`config.mk`:
```
export PLATFORM = sky130hd
export DESIGN_NAME = evg_div_cell
export DESIGN_NICKNAME = d
export VERILOG_FILES = /design/src/evg_pkg.sv /design/src/evg_div_cell.sv
export SDC_FILE = /design/constraint.sdc
export NUM_CORES = 1
export LEC_CHECK = 0
export ABC_CLOCK_PERIOD_IN_PS = 2600
export BUFFER_PORTS_ARGS = -buffer_cell sky130_fd_sc_hd__buf_2
export CAP_MARGIN = 20
export CORE_UTILIZATION = 46
export CTS_CLUSTER_SIZE = 28
export DETAILED_ROUTE_END_ITERATION = 12
export GPL_ROUTABILITY_DRIVEN = 0
export HOLD_SLACK_MARGIN = 0.08
export PLACE_DENSITY = 0.88
export SLEW_MARGIN = 20
export SYNTH_ARGS = -nofsm -noshare
export SYNTH_HDL_FRONTEND = slang
export SYNTH_SLANG_ARGS = --single-unit
```
`constraint.sdc`:
```
create_clock -name clk -period 2.6 [get_ports clk]
set_input_delay 0.13 -clock clk [delete_from_list [all_inputs] [get_ports clk]]
set_output_delay 0.13 -clock clk [all_outputs]
set_load 0.02 [all_outputs]
```
`src/evg_pkg.sv`:
```
`default_nettype none
package evg_pkg;

  localparam int IDX_W             = 16;
  localparam int PHASE_W           = 32;
  localparam int QUO_W             = IDX_W + PHASE_W;
  localparam int COORD_W           = 32;
  localparam int TRIG_W            = 32;
  localparam int ANG_W             = 32;
  localparam int PROD_W            = COORD_W + TRIG_W;
  localparam int ATAN_ENTRIES      = 30;
  localparam int CORDIC_STAGES_DEF = 16;
  localparam int CFG_ADDR_W        = 3;

  localparam logic signed [TRIG_W-1:0] GAIN_Q30 = 32'sd652032874;

  typedef enum logic [CFG_ADDR_W-1:0] {
    REG_CENTER_X     = 3'd0,
    REG_CENTER_Y     = 3'd1,
    REG_CENTER_Z     = 3'd2,
    REG_MAJOR_RADIUS = 3'd3,
    REG_MINOR_RADIUS = 3'd4,
    REG_VERTEX_COUNT = 3'd5
  } reg_idx_t;

  typedef enum logic [1:0] {
    QUAD_FIRST  = 2'd0,
    QUAD_SECOND = 2'd1,
    QUAD_THIRD  = 2'd2,
    QUAD_FOURTH = 2'd3
  } quad_t;

  typedef struct packed {
    logic  vld;
    logic  last;
    logic  err;
    quad_t quad;
  } ctl_t;

  // atan(2^-k) in units of 2^-32 turn
  function automatic logic signed [ANG_W-1:0] atan_turn(input int k);
    logic signed [ANG_W-1:0] a;
    case (k)
      0:  a = 32'sd536870912;
      1:  a = 32'sd316933406;
      2:  a = 32'sd167458907;
      3:  a = 32'sd85004756;
      4:  a = 32'sd42667331;
      5:  a = 32'sd21354465;
      6:  a = 32'sd10679838;
      7:  a = 32'sd5340245;
      8:  a = 32'sd2670163;
      9:  a = 32'sd1335087;
      10: a = 32'sd667544;
      11: a = 32'sd333772;
      12: a = 32'sd166886;
      13: a = 32'sd83443;
      14: a = 32'sd41722;
      15: a = 32'sd20861;
      16: a = 32'sd10430;
      17: a = 32'sd5215;
      18: a = 32'sd2608;
      19: a = 32'sd1304;
      20: a = 32'sd652;
      21: a = 32'sd326;
      22: a = 32'sd163;
      23: a = 32'sd81;
      24: a = 32'sd41;
      25: a = 32'sd20;
      26: a = 32'sd10;
      27: a = 32'sd5;
      28: a = 32'sd3;
      29: a = 32'sd1;
      default: a = '0;
    endcase
    return a;
  endfunction

endpackage
`default_nettype wire

```
`src/evg_div_cell.sv`:
```
`default_nettype none
module evg_div_cell
  import evg_pkg::*;
(
  input  wire logic             clk,
  input  wire logic             rst_n,
  input  wire logic             adv,
  input  wire logic [IDX_W-1:0] den,
  input  wire ctl_t             ctl_i,
  input  wire logic [IDX_W-1:0] a_i,
  input  wire logic [QUO_W-1:0] q_i,
  output ctl_t                  ctl_o,
  output logic      [IDX_W-1:0] a_o,
  output logic      [QUO_W-1:0] q_o
);

  ctl_t             ctl_r;
  logic [IDX_W-1:0] a_r, a_nxt;
  logic [QUO_W-1:0] q_r, q_nxt;
  logic [IDX_W:0]   sh;
  logic [IDX_W:0]   diff;
  logic             ge;

  // one restoring step: shift in the next dividend bit, subtract if it fits
  always_comb begin
    sh    = {a_i, q_i[QUO_W-1]};
    diff  = sh - {1'b0, den};
    ge    = (sh >= {1'b0, den});
    a_nxt = ge ? diff[IDX_W-1:0] : sh[IDX_W-1:0];
    q_nxt = {q_i[QUO_W-2:0], ge};
  end

  always_ff @(posedge clk) begin
    if (!rst_n) begin
      ctl_r <= '0;
    end else if (adv) begin
      ctl_r <= ctl_i;
    end
  end

  always_ff @(posedge clk) begin
    if (adv) begin
      a_r <= a_nxt;
      q_r <= q_nxt;
    end
  end

  assign ctl_o = ctl_r;
  assign a_o   = a_r;
  assign q_o   = q_r;

endmodule
`default_nettype wire

```
==> impl_metrics.toml <==
[critical_path]
required_ps = 2700
worstPathMaxFanout = 11
cp-end-kind = "flop"
cp_data_arrival_time_ps = 2210
start_kind = "input pin"
critical_path_class = "input pin to flop"

[route]
drt_first_pass_iters = 5
ant_nets = 0
vias = 2919
viasPerCell = 5.31
drc_errors = 0
wirelength_um = 10600
wire_per_inst_um = 19.2
drt-initial-drc-count = 232

[global_route]
grt_pass1_vias = 2830
grt_first_pass_wirelength_um = 15500
grt_usage = 0.285
antenna_found_initial = 0
grt-ovfl-total = 0
grt_max_degree = 70

[synth]
synthDistinctLibCells = 47
synth_top_family_by_area = "compound AO/OA/AOI/OAI gates"
syn-cell-area_sq_um = 3300
synth_warnings = 0
synth-async-reset-ratio = 0
synthAdderAreaFrac = 0.0668
synth_edf_count = 64
synth_fp_nets = 338
synth_xor_area_frac = 0.0239
ys_seq_area_frac = 0.613
synth.avg_cell_area_sq_um = 14.2
ys.flop_type = "edfxtp_1"
yosys.area_share.simple = 0.0725
synth_compound_area_frac = 0.123
synth_seq_cells = 69
syn_inst = 233
synthMuxAreaShare = 0.0580

[sta]
maxSlewHeadroom = 0.683
fin_crit_sh = 0.813
max_freq_mhz = 473
rsz0062_at_grt = "false"
drv_slew = 0
hold_viol = 0
holdWs_ps = 97.1
finalSetupTns_ps = 0
period_minus_slack_ps = 2110
fin_worst_skew_ps = 0
setup_viol = 0
worst_slew_pin_slew_ps = 475

[layout]
most-common-layout-cells = "buf_2 (156), edfxtp_1 (64), dlygate4sd3_1 (52)"
nFillCells = 423
finalNetCount = 554
final_cells = 550
final_common_cell = "buf_2"
drive_above_1_share = 0.416
diodes = 0
seq_area_sq_um = 2020
multi_input_area_sq_um = 1130
syn2layout_area_growth_pct = 48.7

[clock_tree]
cts_buffers = 9
cts_tree = "done"
cts_sinks = 69
clk_pin_slew_ps = 70
clk_path_buf_depth = 2
cts_resized = 0
htree_levels = 3
cts_hold_buf = 52
clkLatencyLatePin_ps = 350
cts_root_buffer = "clkbuf_8"
post_cts_buffers = 0

[floorplanning]
io_pins = 157
rows = 30
die_h_um = 86.7
design.core.area_sq_um = 6870
dieArea_sq_um = 7510
start_util = 0.480
fp.dieW_um = 86.7

[placed_design]
dp.cells = 482
portBuffers = 156
dp_hpwl_um = 6330

[power]
power.density_nw_per_um2 = 629
p_sw_uw = 889
p_int_uw = 2200
clockPowerShare = 0.319
p_sw_frac = 0.288
combPwrFrac = 0.236
p_leak_uw = 0.00228
seqPwrFrac = 0.444
ir_worst_vdd_v = 0.000304

[run_status]
outcome = "finished, final reports clean"

[hold_path]
hp-class = "input pin to flop"

[job]
cap_violations = 0
==> worst max-delay path, cell delays in order <==
cell       delay (ps)
buf_2             110
ha_1              370
a21o_1            220
o31a_1            380
o2111ai_4         320
and2_4            260
inv_4             110
mux2_4            310
==> state kept, by name (all words and copies together) (netlist names) <==
| register | count |
|---|---|
| a_o | 16 |
| ctl_o | 5 |
| q_o | 48 |
==> worst paths after layout <==
kind | endpoint | depth (start not counted) | slack [ps] | from
setup / recovery | a_o[5] | 8 | 490 | a_i[2]
hold / removal | ctl_o[0] | 3 | 100 | ctl_i[0]
setup reg to reg | ctl_o[2] | 3 | 1340 | ctl_o[2]
hold reg to reg | ctl_o[3] | 2 | 550 | ctl_o[3]
==> cell usage after synthesis, types with 3 or more instances <==
cell	count	area [sq um]
nand2_1	5	18.8
xnor2_1	5	43.8
edfxtp_1	64	1920
nor3_1	3	15.0
xor2_1	4	35.0
o21a_1	6	45.0
a21oi_1	3	15.0
mux2_4	8	120
ha_1	16	200
a211o_1	3	26.3
dfxtp_1	5	100
a21o_1	5	37.5
a211oi_1	3	22.5
nand3_1	7	35.0
inv_1	19	71.3
mux2i_1	6	60.1
a21boi_0	3	22.5
o21ai_0	9	45.0
nor2b_1	6	37.5
o31ai_1	5	37.5
nor2_1	12	45.0
==> stage by stage <==
stage	total power (uW)	worst slack, ps	util	instance area [sq um]
after floorplan	1800	256	-	3300
after global placement	2010	234	0.607	4170
after detailed placement	2030	142	0.607	4170
after CTS	3030	507	0.714	4900
after global routing	3180	362	0.714	4900
final	3090	486	0.714	4900
==> power by group through the flow <==
stage | Sequential, uW | Combinational, uW | Clock, uW
6_report | 1370 | 729 | 986
5_1_grt | 1380 | 777 | 1020
4_1_cts | 1360 | 709 | 959
3_5_place_dp | 1390 | 643 | 0
3_3_place_gp | 1380 | 626 | 0
2_1_floorplan | 1530 | 268 | 0
==> layout make-up <==
class | instances | area share
Multi-Input combinational cell | 138 | 0.231
Clock inverter | 6 | 0.0176
Sequential cell | 69 | 0.412
Clock buffer | 10 | 0.0260
Inverter | 20 | 0.0158
Timing Repair Buffer | 211 | 0.273
Tap cell | 96 | 0.0245
==> per-layer routing <==
metal  track usage  vias to the layer above  part of all wire
li1              -                     1310                 -
met1         0.334                     1360              0.38
met5             0                        -                 0
met2         0.490                      210              0.49
met4         0.141                        0             0.043
met3        0.0686                       39             0.088
==> cell families (layout without fill, tap and decap cells) <==
group,count (synthesis),after routing
mux,15,15
compound gates,52,52
xor+xnor,9,9
flops,69,69
fa+ha+maj,17,17
buf+inv,26,247
simple gates,45,45
Note: power is estimated with default switching activity, not from simulation.
